--- src/sv/lrukv_pkg.sv ---
// ----------------------------------------------------------------------------
// lrukv_pkg
// Shared sizes and types for the LRU key/value cache.
// ----------------------------------------------------------------------------
package lrukv_pkg;

  // Store size and derived widths
  localparam int ENTRIES = 16;
  localparam int IDX_W   = $clog2(ENTRIES);
  localparam int AGE_W   = $clog2(ENTRIES);
  localparam int OCC_W   = $clog2(ENTRIES + 1);

  // Field widths
  localparam int KEY_W  = 32;
  localparam int DATA_W = 32;
  localparam int CAP_W  = 5;

  // Configuration port
  localparam int APB_AW = 3;
  localparam int APB_DW = 32;
  localparam int CAP_RESET = 16;

  // Register indexes (word address)
  localparam logic REG_CAPACITY = 1'b0;

  // Operation codes
  typedef enum logic {
    OP_GET = 1'b0,
    OP_PUT = 1'b1
  } op_t;

  // One result item
  typedef struct packed {
    logic                     found;
    logic signed [DATA_W-1:0] read_value;
    logic                     evicted;
  } res_t;

  // One request item
  typedef struct packed {
    op_t                      op;
    logic signed [KEY_W-1:0]  key;
    logic signed [DATA_W-1:0] value;
  } req_t;

endpackage

--- src/sv/lrukv_core.sv ---
// ----------------------------------------------------------------------------
// lrukv_core
// Entry store with parallel key compare, age ranking and replacement.
// ----------------------------------------------------------------------------
module lrukv_core (
  input  logic                       clk,
  input  logic                       rst_n,
  input  logic                       proc,
  input  lrukv_pkg::req_t            req,
  input  logic [lrukv_pkg::CAP_W-1:0] capacity,
  output lrukv_pkg::res_t            res
);
  import lrukv_pkg::*;

  localparam int CMP_W = (CAP_W > OCC_W) ? CAP_W : OCC_W;

  logic [ENTRIES-1:0]             valid_r, valid_nxt;
  logic [AGE_W-1:0]               age_r   [ENTRIES];
  logic [AGE_W-1:0]               age_nxt [ENTRIES];
  logic signed [KEY_W-1:0]        key_r   [ENTRIES];
  logic signed [KEY_W-1:0]        key_nxt [ENTRIES];
  logic signed [DATA_W-1:0]       data_r  [ENTRIES];
  logic signed [DATA_W-1:0]       data_nxt[ENTRIES];
  logic [OCC_W-1:0]               occ_r, occ_nxt;

  logic [ENTRIES-1:0] hit_vec, old_vec;
  logic [IDX_W-1:0]   hit_idx, old_idx, free_idx, slot;
  logic               hit, evict, insert;
  logic [CAP_W-1:0]   cap_eff;
  logic [AGE_W-1:0]   old_age, slot_age;

  // Compare the key and the oldest rank against every entry
  assign old_age = AGE_W'(occ_r - OCC_W'(1));
  always_comb begin
    for (int i = 0; i < ENTRIES; i++) begin
      hit_vec[i] = valid_r[i] && (key_r[i] == req.key);
      old_vec[i] = valid_r[i] && (age_r[i] == old_age);
    end
  end

  // Lowest-indexed pick for hit, oldest and free slot
  always_comb begin
    hit_idx  = '0;
    old_idx  = '0;
    free_idx = '0;
    for (int i = ENTRIES - 1; i >= 0; i--) begin
      if (hit_vec[i]) begin
        hit_idx = IDX_W'(i);
      end
      if (old_vec[i]) begin
        old_idx = IDX_W'(i);
      end
      if (!valid_r[i]) begin
        free_idx = IDX_W'(i);
      end
    end
  end

  // Decide the slot; a zero capacity acts as one
  assign hit     = |hit_vec;
  assign cap_eff = (capacity == '0) ? CAP_W'(1) : capacity;
  assign evict   = (req.op == OP_PUT) && !hit &&
                   ((CMP_W'(occ_r) >= CMP_W'(cap_eff)) || (occ_r >= OCC_W'(ENTRIES)));
  assign insert  = (req.op == OP_PUT) && !hit && !evict;
  assign slot    = hit ? hit_idx : (evict ? old_idx : free_idx);
  assign slot_age = age_r[slot];

  // Result of this item
  always_comb begin
    res.found   = hit;
    res.evicted = evict;
    if (req.op == OP_PUT) begin
      res.read_value = '0;
    end else if (hit) begin
      res.read_value = data_r[hit_idx];
    end else begin
      res.read_value = '1;
    end
  end

  // Next state: promote the slot, age the younger entries, store on put
  always_comb begin
    valid_nxt = valid_r;
    occ_nxt   = occ_r;
    for (int i = 0; i < ENTRIES; i++) begin
      age_nxt[i]  = age_r[i];
      key_nxt[i]  = key_r[i];
      data_nxt[i] = data_r[i];
    end
    if (proc && (hit || req.op == OP_PUT)) begin
      for (int i = 0; i < ENTRIES; i++) begin
        if ((IDX_W'(i) != slot) && valid_r[i] && (insert || (age_r[i] < slot_age))) begin
          age_nxt[i] = age_r[i] + AGE_W'(1);
        end
      end
      age_nxt[slot] = '0;
      if (req.op == OP_PUT) begin
        data_nxt[slot] = req.value;
        key_nxt[slot]  = req.key;
      end
      if (insert) begin
        valid_nxt[slot] = 1'b1;
        occ_nxt         = occ_r + OCC_W'(1);
      end
    end
  end

  // Control state
  always_ff @(posedge clk) begin
    if (!rst_n) begin
      valid_r <= '0;
      occ_r   <= '0;
      for (int i = 0; i < ENTRIES; i++) begin
        age_r[i] <= '0;
      end
    end else begin
      valid_r <= valid_nxt;
      occ_r   <= occ_nxt;
      for (int i = 0; i < ENTRIES; i++) begin
        age_r[i] <= age_nxt[i];
      end
    end
  end

  // Payload store
  always_ff @(posedge clk) begin
    for (int i = 0; i < ENTRIES; i++) begin
      key_r[i]  <= key_nxt[i];
      data_r[i] <= data_nxt[i];
    end
  end

endmodule

--- src/sv/lru_key_value_cache.sv ---
// ----------------------------------------------------------------------------
// lru_key_value_cache
// Fully associative key/value cache with least-recently-used replacement.
//
//   channel  direction  handshake          payload
//   in_      input      in_valid/in_stall   in_op, in_key, in_value
//   out_     output     out_valid/out_stall out_found, out_read_value, out_evicted
//   APB      input      psel/penable/pready capacity register at address 0
//
// One item per cycle unless both registers are full and out_stall holds the
// result: an accepted item sits in the input register while the 16-way key
// compare and age update run on it, and the result register then presents it.
// Reset clears all valid bits and ages at once; no sweep is needed. An
// out_stall holds the result register; a new item is still taken while the
// result waits, unless both registers are full.
// ----------------------------------------------------------------------------
module lru_key_value_cache (
  input  logic                             clk,
  input  logic                             rst_n,
  input  logic                             in_valid,
  output logic                             in_stall,
  input  logic                             in_op,
  input  logic signed [31:0]               in_key,
  input  logic signed [31:0]               in_value,
  output logic                             out_valid,
  input  logic                             out_stall,
  output logic                             out_found,
  output logic signed [31:0]               out_read_value,
  output logic                             out_evicted,
  input  logic                             psel,
  input  logic                             penable,
  input  logic                             pwrite,
  input  logic [lrukv_pkg::APB_AW-1:0]     paddr,
  input  logic [lrukv_pkg::APB_DW-1:0]     pwdata,
  output logic [lrukv_pkg::APB_DW-1:0]     prdata,
  output logic                             pready
);
  import lrukv_pkg::*;

  logic             s1_v_r, s1_v_nxt;
  logic             s2_v_r, s2_v_nxt;
  req_t             req_r;
  res_t             res_r, res_c;
  logic [CAP_W-1:0] cap_r, cap_nxt;
  logic             accept, s2_free, adv;

  // Handshake
  assign s2_free  = !s2_v_r || !out_stall;
  assign adv      = s1_v_r && s2_free;
  assign in_stall = s1_v_r && !s2_free;
  assign accept   = in_valid && !in_stall;

  always_comb begin
    s1_v_nxt = s1_v_r;
    if (accept) begin
      s1_v_nxt = 1'b1;
    end else if (adv) begin
      s1_v_nxt = 1'b0;
    end
    s2_v_nxt = s2_v_r;
    if (adv) begin
      s2_v_nxt = 1'b1;
    end else if (!out_stall) begin
      s2_v_nxt = 1'b0;
    end
  end

  // Capacity register
  assign pready = 1'b1;
  assign prdata = (paddr[2] == REG_CAPACITY) ? APB_DW'(cap_r) : '0;
  always_comb begin
    cap_nxt = cap_r;
    if (psel && penable && pwrite && (paddr[2] == REG_CAPACITY)) begin
      cap_nxt = pwdata[CAP_W-1:0];
    end
  end

  always_ff @(posedge clk) begin
    if (!rst_n) begin
      s1_v_r <= 1'b0;
      s2_v_r <= 1'b0;
      cap_r  <= CAP_W'(CAP_RESET);
    end else begin
      s1_v_r <= s1_v_nxt;
      s2_v_r <= s2_v_nxt;
      cap_r  <= cap_nxt;
    end
  end

  // Input and result registers
  always_ff @(posedge clk) begin
    if (accept) begin
      req_r.op    <= op_t'(in_op);
      req_r.key   <= in_key;
      req_r.value <= in_value;
    end
    if (adv) begin
      res_r <= res_c;
    end
  end

  lrukv_core u_core (
    .clk      (clk),
    .rst_n    (rst_n),
    .proc     (adv),
    .req      (req_r),
    .capacity (cap_r),
    .res      (res_c)
  );

  assign out_valid      = s2_v_r;
  assign out_found      = res_r.found;
  assign out_read_value = res_r.read_value;
  assign out_evicted    = res_r.evicted;

endmodule

--- config.mk ---
export PLATFORM = sky130hd
export DESIGN_NAME = lru_key_value_cache
export DESIGN_NICKNAME = d
export VERILOG_FILES = /design/src/sv/lrukv_pkg.sv /design/src/sv/lrukv_core.sv /design/src/sv/lru_key_value_cache.sv
export SDC_FILE = /design/constraint.sdc
export NUM_CORES = 2
export LEC_CHECK = 0
export BUFFER_PORTS_ARGS = -buffer_cell sky130_fd_sc_hd__buf_2
export CAP_MARGIN = 20
export CELL_PAD_IN_SITES_DETAIL_PLACEMENT = 0
export CELL_PAD_IN_SITES_GLOBAL_PLACEMENT = 1
export CORE_AREA = 2 2 319 321
export CTS_CLUSTER_SIZE = 30
export DETAILED_ROUTE_END_ITERATION = 8
export DIE_AREA = 0 0 321 323
export GPL_TIMING_DRIVEN = 0
export PLACE_DENSITY = 0.86
export REMOVE_ABC_BUFFERS = 1
export SLEW_MARGIN = 40
export SYNTH_ARGS = -nofsm -noshare
export SYNTH_HDL_FRONTEND = slang
export SYNTH_SLANG_ARGS = --single-unit
--- constraint.sdc ---
create_clock -name clk -period 31.7 [get_ports clk]
set_input_delay 6.34 -clock clk [delete_from_list [all_inputs] [get_ports clk]]
set_output_delay 6.34 -clock clk [all_outputs]
set_load 0.02 [all_outputs]
# Word-level counts from Yosys, hierarchy flattened
# Memory sizes are Yosys's and may differ from the RTL's.
# Cells that the tools add are included.
[op_classes]
n_lt_le_gt_ge = 22
add_sub_neg = 18
muxes = 120
n_bitwise = 21
eq_ne = 48
reduce_logical = 106
[ops]
columns = ["cell", "count"]
rows = [
  ["512-bit 2-to-1 mux", 4],
  ["512-bit bitwise mux", 2],
  ["32-bit equality test", 16],
  ["4-bit 2-to-1 mux", 99],
  ["32-bit demux with 4-bit select", 1],
  ["1-bit logical AND", 76],
  ["4-bit by 1-bit adder with 4-bit output, second input constant", 16],
  ["64-bit AND", 1],
  ["4-bit equality test", 16],
  ["4-bit < comparator", 16],
  ["32-bit 2-to-1 mux", 2],
  ["64-bit 2-to-1 mux", 1],
  ["64-bit inverter", 1],
  ["4-bit != test, first input constant", 8],
  ["1-bit logical OR", 19],
  ["4-bit demux with 4-bit select", 1],
  ["3-bit by 4-bit != test with 1-bit output, first input constant", 4],
  ["1-bit OR", 16],
  ["16-bit OR", 1],
  ["16-bit OR reduction", 1],
  ["5-bit greater-or-equal comparator, second input constant", 2],
  ["5-bit 2-to-1 mux", 2],
  ["2-bit by 4-bit != test with 1-bit output, first input constant", 2],
  ["1-bit 2-to-1 mux", 7],
  ["16 further kinds", 21],
]
[totals]
output_inout_bits = 69
ff_bits = 127
inputBits = 107
mem_count = 3
ram_bits = 1088
elab_cells = 349
[mem_list]
columns = ["memory", "depth", "word_bits", "read_ports", "rd_ports_with_merged_regs", "wr", "line", "text"]
rows = [
  ["u_core.data_r", 16, 32, 17, 0, 16, "lrukv_core.sv:22", "logic signed [DATA_W-1:0] data_r [ENTRIES];"],
  ["u_core.key_r", 16, 32, 16, 0, 16, "lrukv_core.sv:20", "logic signed [KEY_W-1:0] key_r [ENTRIES];"],
  ["u_core.age_r", 16, 4, 17, 0, 16, "lrukv_core.sv:18", "logic [AGE_W-1:0] age_r [ENTRIES];"],
]

# Depth between registers and ports, before layout
[logic_depth]
word_depth = 30
ltp_mapped = 32
ltp_nobuf = 25

# Modules after synthesis
# A second synthesis with hierarchy kept.
[unflattened]
hier_cells = 4026
hier_area_um2 = 55600.8
[by_module_without_submodules]
columns = ["module", "instances", "cells_each", "area_per_inst_um2", "seq_area_each_um2"]
rows = [
  ["lrukv_core", 1, 3861, 52068.7, 32451.1],
  ["lru_key_value_cache", 1, 165, 3532.1, 3113.0],
]

# Worst setup path after synthesis
# No wires, ideal clock.
[synth_timing]
path_type = "input to register"
start = "input out_stall"
end = "memory u_core.data_r[12][0] (enable)"
n_path_buf = 0
required_ns = 31.056
cell_stages = 3
setup_ns = 0.644
slack_ns = 16.192
arrival_ns = 14.864
path_cell_list = "a21boi_1 > nand2_1 > nor4_1"
[synth_rtl]
columns = ["item", "line", "text"]
rows = [
  ["start, declared", "lru_key_value_cache.sv:26", "input logic out_stall,"],
  ["end, declared", "lrukv_core.sv:22", ""],
]

# Worst setup path after layout
[layout_timing]
start = "input out_stall"
end = "output in_stall"
[layout_between]
elab_chain_cells = 4
[layout_rtl]
columns = ["item", "line", "text"]
rows = [
  ["1-bit zero test", "-", ""],
  ["1-bit logical OR", "lru_key_value_cache.sv:48", "assign s2_free = !s2_v_r || !out_stall;"],
  ["1-bit zero test", "lru_key_value_cache.sv:50", "assign in_stall = s1_v_r && !s2_free;"],
  ["1-bit logical AND", "lru_key_value_cache.sv:50", ""],
  ["end, declared", "lru_key_value_cache.sv:21", "output logic in_stall,"],
]
# No other way between the ends.

==> flow_metrics.tcl <==
set metrics [dict create \
    run_status "completed" \
    row_count 117 \
    r2r-start "u_core.occ_r[0]" \
    yosysWarnings 0 \
    fin_nets 4525 \
    multiInputGateArea_um2 19100 \
    viasPerCell 6.29 \
    syn_avg_cell_area_um2 13.8 \
    antenna_found_initial 0 \
    dp.cells 5537 \
    grt_start_max_net_pins 46 \
    yosysSeqAreaShare 0.636 \
    max_slew_margin 0.342 \
    h-tree-depth 3 \
    drtAntennaViolNets 0 \
    drtIter0Drc 3692 \
    grt_use_total 0.280 \
    p_leak_nw 21.3 \
    place.gp.congestion 0.880 \
    pre_cts_slack_ns 18.44 \
    synth_xor_area_frac 0.0950 \
    synth_ff_type "edfxtp_1" \
    cp-end-kind "output pin" \
    async_flop_share 0 \
    maxClockFrequency_mhz 75.3 \
    cp.required_ns 25.36 \
    nFillCells 7010 \
    root_buffer "clkbuf_16" \
    r2r_setup_slack_ns 24.43 \
    finalMaxSlewViolations 0 \
    fin_skew_ns 0.0644 \
    synth_top_family_by_area "simple AND/OR/NAND/NOR gates" \
    fin_cells 5757 \
    drv_cap 0 \
    period_share 0.419 \
    synth_seq_cells 1215 \
    powerDensity_nw_per_um2 51.2 \
    crit_start "out_stall" \
    synthSimpleGateAreaFrac 0.104 \
    setup_viol 0 \
    die_area_um2 104000 \
    num_antenna_cells 0 \
    die_w_um 321 \
    via_count 36198 \
    hold_buffers 0 \
    dp.final_hpwl_um 102000 \
    synth_top_area_cell "edfxtp_1" \
    synth_compound_area_frac 0.0700 \
    grt_pass1_wl_um 219000 \
    drive_gt1_frac 0.149 \
    area_growth_pct 16.4 \
    cts_tree "built" \
    cts_sinks 1215 \
    synth_edf_count 1123 \
    worst_pin_slew_ns 0.977 \
    core_um2 101000 \
    synthAdderAreaFrac 0.0159 \
    insertion_delay_ns 0.74 \
    wl_per_cell_um 25.5 \
    worstHoldPathType "flop to flop" \
    grt_pass1_vias 35605 \
    register_area_um2 35600 \
    clk_path_buf_depth 3 \
    synthCells 4060 \
    syn_area_um2 55900 \
    grt_remaining_overflow 0 \
    path_class "input port to output pin" \
    cts_inserted_buffers 117 \
    rsz0062_at_grt "false" \
    muxShareOfSynthArea 0.0492 \
    synth_area_leaders "edfxtp_1 (60%), xor2_1 (7.4%), mux2i_1 (4.8%), dfxtp_1 (3.3%), nor4_1 (2.2%)" \
    port_buffers 118 \
    start_kind "input port" \
    irDropWorstVdd_mv 0.0541 \
    drc 0 \
    firstDrtPassIters 6 \
    post-cts-setup-buffer-count 0 \
    synth_common_cells "edfxtp_1 (1123), xor2_1 (475), mux2i_1 (269)" \
    ctsResizeCount 0 \
    crit_arrival_ns 6.94 \
    routed_wl_um 147000 \
    clkTransAtPathRegs_ns 0.06 \
    initial_core_util 0.555 \
    hold_viol_final 0 \
    synth.most_common_cell "edfxtp_1" \
    synth_cell_types 90 \
    setup_ws_ns 18.42 \
    synth_top_area_frac 0.604 \
    min_period_ns 13.28 \
    pin_count 176 \
    cp_max_fo 3 \
    hp-start "cap_r[0]" \
    die_height_um 323 \
]
## logic make-up after synthesis
| kind of cell | count (synthesis) |
|---|---|
| flip-flops | 1215 |
| other | 2 |
| AO/OA/AOI/OAI | 555 |
| buffers and inverters | 308 |
| AND/OR/NAND/NOR | 1055 |
| adder cells (fa/ha/maj) | 71 |
| multiplexers | 274 |
| XOR/XNOR | 580 |
## critical path, cell delays in order
cell	delay, ns
buf_2	0.13
and3_1	0.26
buf_2	0.20
## layer usage
layer | global-route usage | vias up | wire length (um)
met3 | 0.0393 | 324 | 11100
met1 | 0.373 | 18052 | 59700
met2 | 0.469 | 1689 | 71200
met5 | 0 | - | 0
met4 | 0.107 | 0 | 5090
li1 | - | 16133 | -
## stage by stage
step	power, W	utilization	cell area (um2)	hold slack, ns	setup TNS (ns)
2_1_floorplan	0.00189	-	54500	0.445	-76.23
4_1_cts	0.00334	0.645	65000	0.505	0
5_1_grt	0.00341	0.646	65000	0.561	0
3_3_place_gp	0.00195	0.563	56700	0.454	-509.97
6_report	0.00333	0.646	65000	0.495	0
3_5_place_dp	0.00198	0.608	61200	0.486	0
## registers in the layout (all words and copies together) (netlist names)
register and cells:
out_valid 1, u_core.age_r 64, out_evicted 1, out_found 1, u_core.key_r 512, u_core.occ_r 5, u_core.valid_r 16, req_r 65
out_read_value 32, cap_r 5, u_core.data_r 512, s1_v_r 1
## placed cells by master, fill, tap and decap left out, types with 50 or more instances in the layout
cell type and count:
o2111ai_1 50, xor2_1 475, nor2b_1 83, clkbuf_16 117
buf_8 55, nor4_1 194, o21ai_0 88, edfxtp_1 1123
nand3_1 92, buf_2 135, nor3_1 76, nor2_1 154
dfxtp_1 91, nand4_1 70, nand2_1 189, a221oi_1 63
xnor2_1 87, ha_1 70, mux2i_1 269, buf_6 125
buf_16 53, a21oi_1 113, a211oi_1 67
## report_power, final
group	switching, W	leakage [nW]	total, W	internal, W
Combinational	0.000104	8.52	0.000163	0.0000593
Sequential	0.0000218	10.9	0.00178	0.00176
Clock	0.000610	1.84	0.00138	0.000772
Total	0.000736	21.3	0.00333	0.00259
## area by class of cell
cell class | count | area share
sequential | 1215 | 0.547
multi-input combinational | 2563 | 0.294
inverter | 44 | 0.00262
clock inverter | 82 | 0.0124
tap | 1309 | 0.0252
timing repair buffer | 406 | 0.0729
clock buffer | 138 | 0.0462
## final timing paths
check | end | depth (start not counted)
min reg2reg | cap_r[0] | 2
min | cap_r[0] | 2
max | in_stall | 3
max reg2reg | u_core.age_r[0][2] | 23
Note: power is estimated with default switching activity, not from simulation.
